<file path="src/rtl/mssfl_pkg.sv">
package mssfl_pkg;

    localparam logic ACT_PUSH = 1'b0;
    localparam logic ACT_POP  = 1'b1;

    localparam logic [31:0] MOST_NEG = 32'h8000_0000;

    typedef enum logic [1:0] {
        ST_DONE      = 2'd0,
        ST_OVERFLOW  = 2'd1,
        ST_UNDERFLOW = 2'd2
    } t_status;

    typedef struct packed {
        logic load;
        logic exec;
    } t_ctrl_cmd;

    typedef struct packed {
        logic out_hold;
    } t_dp_stat;

endpackage

</file>
<file path="src/rtl/mssfl_if.sv">
interface mssfl_in_if;
    logic               valid;
    logic               ready;
    logic               action;
    logic [1:0]         stack_id;
    logic signed [31:0] push_value;

    modport source (output valid, output action, output stack_id, output push_value,
                    input ready);
    modport sink   (input valid, input action, input stack_id, input push_value,
                    output ready);
endinterface

interface mssfl_out_if;
    logic               valid;
    logic               ready;
    logic [1:0]         status;
    logic signed [31:0] pop_value;
    logic               store_full;
    logic               stack_empty;

    modport source (output valid, output status, output pop_value, output store_full,
                    output stack_empty, input ready);
    modport sink   (input valid, input status, input pop_value, input store_full,
                    input stack_empty, output ready);
endinterface

</file>
<file path="src/rtl/multi_stack_shared_free_list_top.sv">
// A request is handled in S_IDLE and then S_EXEC: the accepting edge reads the addressed slot's
// link and data from the slot store, and the S_EXEC edge updates the lists and loads the result register.
// No new request is taken until S_EXEC is done; a result held by the sink stalls S_EXEC.
// Reset is synchronous and active low: every stack is empty and the free chain starts at slot 0.
// A fill count stands in for the initial free chain, so no clearing pass follows reset.
module multi_stack_shared_free_list_top #(
    parameter int DEPTH  = 16,
    parameter int STACKS = 4
) (
    input  logic         i_clk,
    input  logic         i_rst_n,
    mssfl_in_if.sink     i_req,
    mssfl_out_if.source  o_rsp
);
    import mssfl_pkg::*;

    t_ctrl_cmd w_cmd;
    t_dp_stat  w_stat;

    mssfl_ctrl u_ctrl (
        .i_clk      (i_clk),
        .i_rst_n    (i_rst_n),
        .i_in_valid (i_req.valid),
        .i_stat     (w_stat),
        .o_in_ready (i_req.ready),
        .o_cmd      (w_cmd)
    );

    mssfl_dp #(
        .DEPTH  (DEPTH),
        .STACKS (STACKS)
    ) u_dp (
        .i_clk         (i_clk),
        .i_rst_n       (i_rst_n),
        .i_cmd         (w_cmd),
        .o_stat        (w_stat),
        .i_action      (i_req.action),
        .i_stack_id    (i_req.stack_id),
        .i_push_value  (i_req.push_value),
        .o_out_valid   (o_rsp.valid),
        .i_out_ready   (o_rsp.ready),
        .o_status      (o_rsp.status),
        .o_pop_value   (o_rsp.pop_value),
        .o_store_full  (o_rsp.store_full),
        .o_stack_empty (o_rsp.stack_empty)
    );

endmodule

</file>
<file path="src/rtl/mssfl_ctrl.sv">
module mssfl_ctrl (
    input  logic                 i_clk,
    input  logic                 i_rst_n,
    input  logic                 i_in_valid,
    input  mssfl_pkg::t_dp_stat  i_stat,
    output logic                 o_in_ready,
    output mssfl_pkg::t_ctrl_cmd o_cmd
);
    import mssfl_pkg::*;

    typedef enum logic {
        S_IDLE,
        S_EXEC
    } t_state;

    t_state r_state;
    t_state n_state;

    always_comb begin
        o_in_ready = (r_state == S_IDLE);
        o_cmd.load = o_in_ready && i_in_valid;
        o_cmd.exec = (r_state == S_EXEC) && !i_stat.out_hold;
        n_state    = r_state;
        unique case (r_state)
            S_IDLE: begin
                if (o_cmd.load) begin
                    n_state = S_EXEC;
                end
            end
            S_EXEC: begin
                if (o_cmd.exec) begin
                    n_state = S_IDLE;
                end
            end
            default: n_state = S_IDLE;
        endcase
    end

    always_ff @(posedge i_clk) begin
        if (!i_rst_n) begin
            r_state <= S_IDLE;
        end else begin
            r_state <= n_state;
        end
    end

endmodule

</file>
<file path="src/rtl/mssfl_dp.sv">
module mssfl_dp #(
    parameter int DEPTH  = 16,
    parameter int STACKS = 4
) (
    input  logic                 i_clk,
    input  logic                 i_rst_n,
    input  mssfl_pkg::t_ctrl_cmd i_cmd,
    output mssfl_pkg::t_dp_stat  o_stat,
    input  logic                 i_action,
    input  logic [1:0]           i_stack_id,
    input  logic signed [31:0]   i_push_value,
    output logic                 o_out_valid,
    input  logic                 i_out_ready,
    output logic [1:0]           o_status,
    output logic signed [31:0]   o_pop_value,
    output logic                 o_store_full,
    output logic                 o_stack_empty
);
    import mssfl_pkg::*;

    localparam int PW = $clog2(DEPTH + 1);
    localparam int AW = $clog2(DEPTH);
    localparam int SW = (STACKS > 1) ? $clog2(STACKS) : 1;
    localparam logic [PW-1:0] NONE = PW'(DEPTH);

    logic [31:0]   r_data_mem [DEPTH];
    logic [PW-1:0] r_link_mem [DEPTH];

    logic [PW-1:0] r_stack_top [STACKS];
    logic [PW-1:0] r_free_head;
    logic [PW-1:0] r_fill;
    logic          r_out_valid;

    logic          r_action;
    logic          r_sid_ok;
    logic [SW-1:0] r_idx;
    logic [31:0]   r_value;
    logic [PW-1:0] r_slot;
    logic          r_fresh;
    logic [PW-1:0] r_link_rd;
    logic [31:0]   r_data_rd;

    logic [1:0]    r_status;
    logic [31:0]   r_pop_value;
    logic          r_store_full;
    logic          r_stack_empty;

    logic          w_sid_ok;
    logic [SW-1:0] w_idx;
    logic [PW-1:0] w_rd_slot;
    logic          w_rd_en;
    logic          w_slot_none;
    logic [PW-1:0] w_link;
    logic [PW-1:0] w_top;
    logic          w_push_ok;
    logic          w_pop_ok;
    t_status       w_status;
    logic [31:0]   w_pop_value;
    logic          w_full;
    logic          w_empty;

    always_comb begin
        w_sid_ok  = (32'(i_stack_id) < STACKS);
        w_idx     = w_sid_ok ? SW'(i_stack_id) : '0;
        w_rd_slot = (i_action == ACT_PUSH) ? r_free_head : r_stack_top[w_idx];
        w_rd_en   = i_cmd.load && (w_rd_slot != NONE);
    end

    always_comb begin
        w_slot_none = (r_slot == NONE);
        w_link      = r_fresh ? (r_slot + PW'(1)) : r_link_rd;
        w_top       = r_stack_top[r_idx];
        w_push_ok   = i_cmd.exec && r_sid_ok && (r_action == ACT_PUSH) && !w_slot_none;
        w_pop_ok    = i_cmd.exec && r_sid_ok && (r_action == ACT_POP) && !w_slot_none;

        w_status    = ST_DONE;
        w_pop_value = '0;
        w_full      = (r_free_head == NONE);
        w_empty     = 1'b1;
        if (!r_sid_ok || w_slot_none) begin
            if (r_action == ACT_PUSH) begin
                w_status = ST_OVERFLOW;
            end else begin
                w_status    = ST_UNDERFLOW;
                w_pop_value = MOST_NEG;
            end
            if (r_sid_ok) begin
                w_empty = (w_top == NONE);
            end
        end else if (r_action == ACT_PUSH) begin
            w_full  = (w_link == NONE);
            w_empty = 1'b0;
        end else begin
            w_pop_value = r_data_rd;
            w_full      = 1'b0;
            w_empty     = (w_link == NONE);
        end
    end

    always_ff @(posedge i_clk) begin
        if (w_push_ok) begin
            r_link_mem[r_slot[AW-1:0]] <= w_top;
            r_data_mem[r_slot[AW-1:0]] <= r_value;
        end else if (w_pop_ok) begin
            r_link_mem[r_slot[AW-1:0]] <= r_free_head;
        end
        if (w_rd_en) begin
            r_link_rd <= r_link_mem[w_rd_slot[AW-1:0]];
            r_data_rd <= r_data_mem[w_rd_slot[AW-1:0]];
        end
    end

    always_ff @(posedge i_clk) begin
        if (i_cmd.load) begin
            r_action <= i_action;
            r_sid_ok <= w_sid_ok;
            r_idx    <= w_idx;
            r_value  <= i_push_value;
            r_slot   <= w_rd_slot;
            r_fresh  <= (w_rd_slot >= r_fill);
        end
        if (i_cmd.exec) begin
            r_status      <= w_status;
            r_pop_value   <= w_pop_value;
            r_store_full  <= w_full;
            r_stack_empty <= w_empty;
        end
    end

    always_ff @(posedge i_clk) begin
        if (!i_rst_n) begin
            r_free_head <= '0;
            r_fill      <= '0;
            r_out_valid <= 1'b0;
            for (int s = 0; s < STACKS; s++) begin
                r_stack_top[s] <= NONE;
            end
        end else begin
            if (i_cmd.exec) begin
                r_out_valid <= 1'b1;
            end else if (r_out_valid && i_out_ready) begin
                r_out_valid <= 1'b0;
            end
            if (w_push_ok) begin
                r_free_head        <= w_link;
                r_stack_top[r_idx] <= r_slot;
                if (r_fresh) begin
                    r_fill <= r_slot + PW'(1);
                end
            end else if (w_pop_ok) begin
                r_stack_top[r_idx] <= w_link;
                r_free_head        <= r_slot;
            end
        end
    end

    assign o_stat.out_hold = r_out_valid && !i_out_ready;
    assign o_out_valid     = r_out_valid;
    assign o_status        = r_status;
    assign o_pop_value     = r_pop_value;
    assign o_store_full    = r_store_full;
    assign o_stack_empty   = r_stack_empty;

endmodule

</file>
<file path="src/flat_wrapper.sv">
// flat-port wrapper written by rule: the top's interface ports become plain ports
module multi_stack_shared_free_list_top_flat import mssfl_pkg::*;
#(
    parameter int DEPTH  = 16,
    parameter int STACKS = 4
)
  (i_clk, i_rst_n, i_req_valid, i_req_action, i_req_stack_id, i_req_push_value, i_req_ready, o_rsp_valid, o_rsp_status, o_rsp_pop_value, o_rsp_store_full, o_rsp_stack_empty, o_rsp_ready);
  mssfl_in_if i_req_i ();
  mssfl_out_if o_rsp_i ();
  input  logic i_clk;
  input  logic i_rst_n;
  input wire logic [$bits(i_req_i.valid)-1:0] i_req_valid;
  input wire logic [$bits(i_req_i.action)-1:0] i_req_action;
  input wire logic [$bits(i_req_i.stack_id)-1:0] i_req_stack_id;
  input wire logic [$bits(i_req_i.push_value)-1:0] i_req_push_value;
  output wire logic [$bits(i_req_i.ready)-1:0] i_req_ready;
  output wire logic [$bits(o_rsp_i.valid)-1:0] o_rsp_valid;
  output wire logic [$bits(o_rsp_i.status)-1:0] o_rsp_status;
  output wire logic [$bits(o_rsp_i.pop_value)-1:0] o_rsp_pop_value;
  output wire logic [$bits(o_rsp_i.store_full)-1:0] o_rsp_store_full;
  output wire logic [$bits(o_rsp_i.stack_empty)-1:0] o_rsp_stack_empty;
  input wire logic [$bits(o_rsp_i.ready)-1:0] o_rsp_ready;
  assign i_req_i.valid = i_req_valid;
  assign i_req_i.action = i_req_action;
  assign i_req_i.stack_id = i_req_stack_id;
  assign i_req_i.push_value = i_req_push_value;
  assign i_req_ready = i_req_i.ready;
  assign o_rsp_valid = o_rsp_i.valid;
  assign o_rsp_status = o_rsp_i.status;
  assign o_rsp_pop_value = o_rsp_i.pop_value;
  assign o_rsp_store_full = o_rsp_i.store_full;
  assign o_rsp_stack_empty = o_rsp_i.stack_empty;
  assign o_rsp_i.ready = o_rsp_ready;
  multi_stack_shared_free_list_top #(.DEPTH(DEPTH), .STACKS(STACKS)) u_core (.i_clk(i_clk), .i_rst_n(i_rst_n), .i_req(i_req_i), .o_rsp(o_rsp_i));
endmodule
</file>
<file path="config.mk">
export PLATFORM = sky130hd
export DESIGN_NAME = multi_stack_shared_free_list_top_flat
export DESIGN_NICKNAME = d
export VERILOG_FILES = /design/src/rtl/mssfl_pkg.sv /design/src/rtl/mssfl_if.sv /design/src/rtl/multi_stack_shared_free_list_top.sv /design/src/rtl/mssfl_ctrl.sv /design/src/rtl/mssfl_dp.sv /design/src/flat_wrapper.sv
export SDC_FILE = /design/constraint.sdc
export NUM_CORES = 1
export LEC_CHECK = 0
export BUFFER_PORTS_ARGS = -buffer_cell sky130_fd_sc_hd__buf_2
export CORE_UTILIZATION = 53
export CTS_CLUSTER_SIZE = 20
export DETAILED_ROUTE_END_ITERATION = 10
export GPL_ROUTABILITY_DRIVEN = 0
export PLACE_DENSITY = 0.76
export SETUP_SLACK_MARGIN = 0.1
export SYNTH_ARGS = -nofsm -noshare
export SYNTH_HDL_FRONTEND = slang
export SYNTH_SLANG_ARGS = --single-unit
</file>
<file path="constraint.sdc">
create_clock -name i_clk -period 7.35 [get_ports i_clk]
set_clock_uncertainty 0.05 [all_clocks]
set_input_delay 0.3675 -clock i_clk [delete_from_list [all_inputs] [get_ports i_clk]]
set_output_delay 0.3675 -clock i_clk [all_outputs]
set_load 0.01 [all_outputs]
</file>
* Word level (Yosys, flattened, before mapping)
Memories as Yosys holds them, arrays and structs flattened. A register that Yosys moved wholly into a read port is not among the register bits.
Index checks and enable logic that the tools add are counted.
** Word-level totals
- Bits in registers :: 89
- Bits in latches :: 0
- Memory bits (writable) :: 612
- Bits in read-only memories :: 0
- Input bits :: 39
- Output and inout bits :: 38
- Word-level logic and storage cells :: 76
- Memories :: 3
** Operators by class
- Add/subtract/negate cells :: 1
- Multipliers :: 0
- Divide/modulo/power cells :: 0
- Order comparisons :: 1
- Equal/unequal tests :: 5
- Shifts and indexed selects :: 0
- Multiplexer cells :: 33
- Bitwise gates (word level) :: 4
- Reduce and logical (&&, ||, !) cells :: 16
** Memory list
- u_core.u_dp.r_data_mem :: depth 16, width 32, read ports 1, clocked after Yosys merged registers in 1, write ports 1, RTL line mssfl_dp.sv:26 : logic [31:0] r_data_mem [DEPTH];
- u_core.u_dp.r_link_mem :: depth 16, width 5, read ports 1, clocked after Yosys merged registers in 1, write ports 1, RTL line mssfl_dp.sv:27 : logic [PW-1:0] r_link_mem [DEPTH];
- u_core.u_dp.r_stack_top :: depth 4, width 5, read ports 2, clocked after Yosys merged registers in 1, write ports 4, RTL line mssfl_dp.sv:29 : logic [PW-1:0] r_stack_top [STACKS];
** Operators by type and width (count)
- $mux 32 :: 3
- $mux 5 :: 7
- $eq 5x5->1 const B :: 4
- $mux 1 :: 19
- $logic_and 1x1->1 :: 9
- $mux 2 :: 3
- $add 5x1->5 const B :: 1
- $ge 5x5->1 :: 1
- $ne 5x5->1 const B :: 1
- $reduce_or 5->1 :: 1
- $reduce_bool 2->1 :: 2
- $logic_not 1->1 :: 3
- $not 1->1 :: 2
- $or 1x1->1 :: 2
- $pmux 1 s2 :: 1
- $reduce_and 2->1 :: 1

* Longest topological paths before layout
- Word-level depth :: 13
- Mapped depth :: 13
- Depth with buffers taken out :: 9

* Cells and area by module
A second synthesis with hierarchy kept.
** Unflattened totals
- Cells, all modules :: 1657
- Area, all modules :: 28486.1 um^2
** Modules (own cells, without submodules)
- mssfl_dp :: instances 1, cells an instance 1651, area an instance 28438.5 um^2, seq. area each 22061.2 um^2
- mssfl_ctrl :: instances 1, cells an instance 6, area an instance 47.5 um^2, seq. area each 20.0 um^2

* Worst setup path after synthesis
OpenSTA, ideal clock, no wires.
- Kind :: flip-flop to flip-flop
- Start :: reg u_core.u_dp.r_slot[0]
- End :: mem u_core.u_dp.r_data_mem[14][0], enable pin
- Setup time :: 0.461 ns
- Arrival time :: 4.197 ns
- Data required time :: 6.839 ns
- Setup slack :: 2.642 ns
- Cell stages (with the launch flop) :: 9
- Path buffers :: 2
- Period minus slack after synthesis :: 4.708 ns
- Path through :: edfxtp_1 > inv_1 > ha_1 > nor4bb_1 > clkbuf_1 > nor3_1 > clkbuf_1 > nand2_1 > nor3_1
** On the way
- Word-level cells in the longest chain between the ends :: 5
** RTL lines
- start: declaration :: RTL line mssfl_dp.sv:38 : logic [PW-1:0] r_slot;
- start signal: assignment :: RTL line mssfl_dp.sv:119 : r_slot <= w_rd_slot;
- $eq 5x5->1 :: RTL line mssfl_dp.sv:70 : w_slot_none = (r_slot == NONE);
- $logic_not 1->1 :: RTL line mssfl_dp.sv:73 : w_push_ok = i_cmd.exec && r_sid_ok && (r_action == ACT_PUSH) && !w_slot_none;
- $logic_and 1x1->1 :: RTL line mssfl_dp.sv:73
- $mux 1 :: RTL line mssfl_dp.sv:101 : if (w_push_ok) begin
- $mux 1 (not written as such) :: RTL line mssfl_dp.sv:103 : r_data_mem[r_slot[AW-1:0]] <= r_value;
- end: declaration :: RTL line mssfl_dp.sv:26
Several ways; a longest one is shown, not always the timed one.

==> reports/results.txt <==
Outcome: finished clean
Max_cap viols: 0
Netlist cell types: 44
GRT Overall Usage: 23.9%
Combinational family with the most area after synthesis: compound AO/OA/AOI/OAI gates
Later-pin clock latency in the skew report: 0.60 ns
Die ar.: 55000 µm²
Via Count: 16600
Post-synthesis compound-gate area fraction: 9.06%
Critical path endpoint category: flop
Sw Share: 22.2%
Critical setup path kind: reg2reg
Actual slew at the worst max-slew pin: 1.27 ns
Longest Clk Path Bufs: 3
Min-delay worst type: in2reg
Top post-synthesis cells by count: edfxtp_1 (726), nand2_1 (323), a21oi_1 (152), mux2i_1 (81), a32o_1 (76)
Share of cells above drive strength 1: 13.2%
Vias in the first global route: 16300
Fin crit period: 4.52 ns
Pin count of the biggest net entering global routing: 225
Proportion of netlist area held by the largest area contributor: 76.0%
Crit path largest cell delay: 0.60 ns
DP HPWL: 32800 µm
Critical path origin: u_core.u_dp.r_stack_top[3][1]
Syn_nets: 1887
Starting density of the core: 54.1%
Num CTS Buffers: 74
Critical R2R Launch: u_core.u_dp.r_stack_top[3][1]
Area share of fa/ha/maj cells after synthesis: 0.393%
Dominant synthesized flop cell: edfxtp_1
Yosys reg bits: 740
GR Overflow Total: 0
First-pass GRT wire length: 98600 µm
Gate Count Post-Synth: 1839
Startpoint Class: flop
Initial antenna violation count: 0
Per-cell routed wire length: 24.6 µm
EDFF count, synth: 726
Register share of total power: 52.9%
Clock power frac: 39.6%
Core ar.: 53000 µm²
Dominant cell by count in the synthesized netlist: edfxtp_1
XOR/XNOR share of the synthesized area: 0.0916%
DRC: 0
Tcrit/Tclk final: 61.5%
Maximum VDD drop: 0.170 mV
CTS sink count: 740
Critical path peak fanout: 224
Final #Nets: 1990
Site Rows: 84
H-tree depth: 3
Final Hold Vio Count: 0
RSZ-0062 raised after global routing: false
Seq/Total Area, Yosys: 77.0%
Final WL: 66000 µm
CTS resizes: 0
Die X: 235 µm
Die Ht: 235 µm
WP data arrival: 4.81 ns
Slew HR: 15.1%
FMAX: 221 MHz
YS warnings: 0
Ys async rst share: 0%
Combinational share of power: 7.5%
Lkg Pwr: 10.6 nW
Crit-path slowest cell: buf_12
Final Max Tran Viols: 0
Setup violations, final: 0
I/O Buffers: 76
Cell Area, Synth: 28700 µm²
Internal power: 0.00714 W
Synth area leader: edfxtp_1
Antenna-violating nets left: 0
Simple-gate share of the synthesized area: 7.33%
Hold_sp: i_req_stack_id[1]
Post-CTS setup buffers: 0
Number of I/O pins: 77
Routed vias/inst: 6.20
Synth top area cells: edfxtp_1 (76%), nand2_1 (4.2%), mux2i_1 (2.8%)
Layout area overhead: 13.5%
DRT Pass-1 Iters: 6
Critical path, cell by cell: mux4_2, a21oi_4, buf_12, inv_8, buf_4, nand2_1, a32o_1, o22ai_1, or3_1
ANT cells: 0
Power Dens Cells: 282 nW/µm²
Clk root buf: clkbuf_16
TNS Setup: 0 ns
CTS Hold Bufs: 33
Syn_area_per_cell: 15.6 µm²
Core Util, Final: 61.4%
Initial detailed-routing violation count: 2115
NetSw: 0.00203 W
Worst-path clk slew: 0.06 ns
CTS tree: built
Post-synthesis mux area share: 4.08%
WP data required: 7.64 ns
[worst max-delay path: cells and delay by family, from the launching register on]
family,cells,cell delay (ns)
flip-flops,1,0.42
multiplexers,1,0.52
AO/OA/AOI/OAI,3,0.46
AND/OR/NAND/NOR,2,0.61
buffers and inverters,3,1.70
[power by group through the flow]
stage / Clock, W / Combinational [W] / Sequential [W]
3_5_place_dp: 0 / 0.000671 / 0.00494
4_1_cts: 0.00366 / 0.000688 / 0.00485
3_3_place_gp: 0 / 0.000648 / 0.00493
5_1_grt: 0.00384 / 0.000743 / 0.00486
2_1_floorplan: 0 / 0.000459 / 0.00491
6_report: 0.00363 / 0.000688 / 0.00485
[cells by family (layout without fill, tap and decap cells)]
group	after synthesis	in the layout
compound gates	364	364
xor+xnor	3	3
fa+ha+maj	9	9
buf+inv	134	291
flops	740	740
mux	103	103
simple gates	486	486
[routing by layer]
metal	share of wire, %	global-route usage [%]	vias up
met3	9.9	4.26	140
li1	-	-	7326
met2	48	38.0	938
met5	0	0	-
met4	2.9	9.27	0
met1	39	33.2	8232
[registers in the layout, summed over array words and instances (netlist names), named ones only]
signal                     cells
u_core.u_dp.r_data_mem       512
u_core.u_dp.r_link_mem        80
u_core.u_dp.o_pop_value       32
u_core.u_dp.r_data_rd         32
u_core.u_dp.r_value           32
u_core.u_dp.r_stack_top       20
u_core.u_dp.r_fill             5
u_core.u_dp.r_free_head        5
u_core.u_dp.r_link_rd          5
u_core.u_dp.r_slot             5
u_core.u_dp.o_status           2
u_core.u_dp.r_idx              2
u_core.u_ctrl.r_state          1
u_core.u_dp.o_out_valid        1
u_core.u_dp.o_stack_empty      1
u_core.u_dp.o_store_full       1
u_core.u_dp.r_action           1
u_core.u_dp.r_fresh            1
[placed cells by master, fill, tap and decap left out, types with 4 or more instances in the layout]
master and n:
nand3_1 7, a221oi_1 74, nor2_1 35, clkinv_2 12, nor3_2 4, and2_1 32
a21oi_1 152, a31oi_4 4, nor2_4 14, a32o_1 76, mux2i_1 81, mux4_2 10
or3_1 40, ha_1 9, bufinv_16 5, nand2b_1 6, nand2_1 323, o21ai_0 7
buf_4 35, clkbuf_1 22, mux2_2 12, nor2b_1 9, inv_1 13, clkbuf_16 78
o22ai_1 37, clkinv_1 10, buf_2 76, dfxtp_1 14, o211a_1 6, edfxtp_1 726
dlygate4sd3_1 33, nor3_1 6
[final timing paths]
check | slack (ns) | to | depth (start not counted)
setup reg to reg | 2.83 | u_core.u_dp.r_data_rd[19] | 9
setup / recovery | 2.83 | u_core.u_dp.r_data_rd[19] | 9
hold reg to reg | 0.46 | u_core.u_dp.r_fill[3] | 1
hold / removal | 0.07 | u_core.u_dp.r_idx[1] | 1
[through the flow]
| step | hold slack (ns) | total power [W] | instance area [µm²] | cells | setup WS (ns) |
|---|---|---|---|---|---|
| floorplan | 0.407 | 0.00537 | 28700 | 1839 | 2.64 |
| global placement | 0.421 | 0.00558 | 29900 | 2521 | 2.96 |
| detailed placement | 0.438 | 0.00561 | 29900 | 2521 | 2.88 |
| CTS | 0.0332 | 0.00920 | 32500 | 2684 | 3.07 |
| global route | 0.0644 | 0.00945 | 32500 | 2684 | 2.87 |
| finish | 0.0651 | 0.00917 | 32500 | 2684 | 2.83 |
[cell type report]
| type | instances | area (µm²) |
|---|---|---|
| well taps | 688 | 861 |
| repair buffers | 146 | 1010 |
| multi-input cells | 965 | 6210 |
| clock buffers | 101 | 2050 |
| fillers | 3755 | 20400 |
| inverters | 15 | 63.8 |
| flip-flops and latches | 740 | 22100 |
| clock inverters | 29 | 273 |
Power figures use the tool's default switching activity.
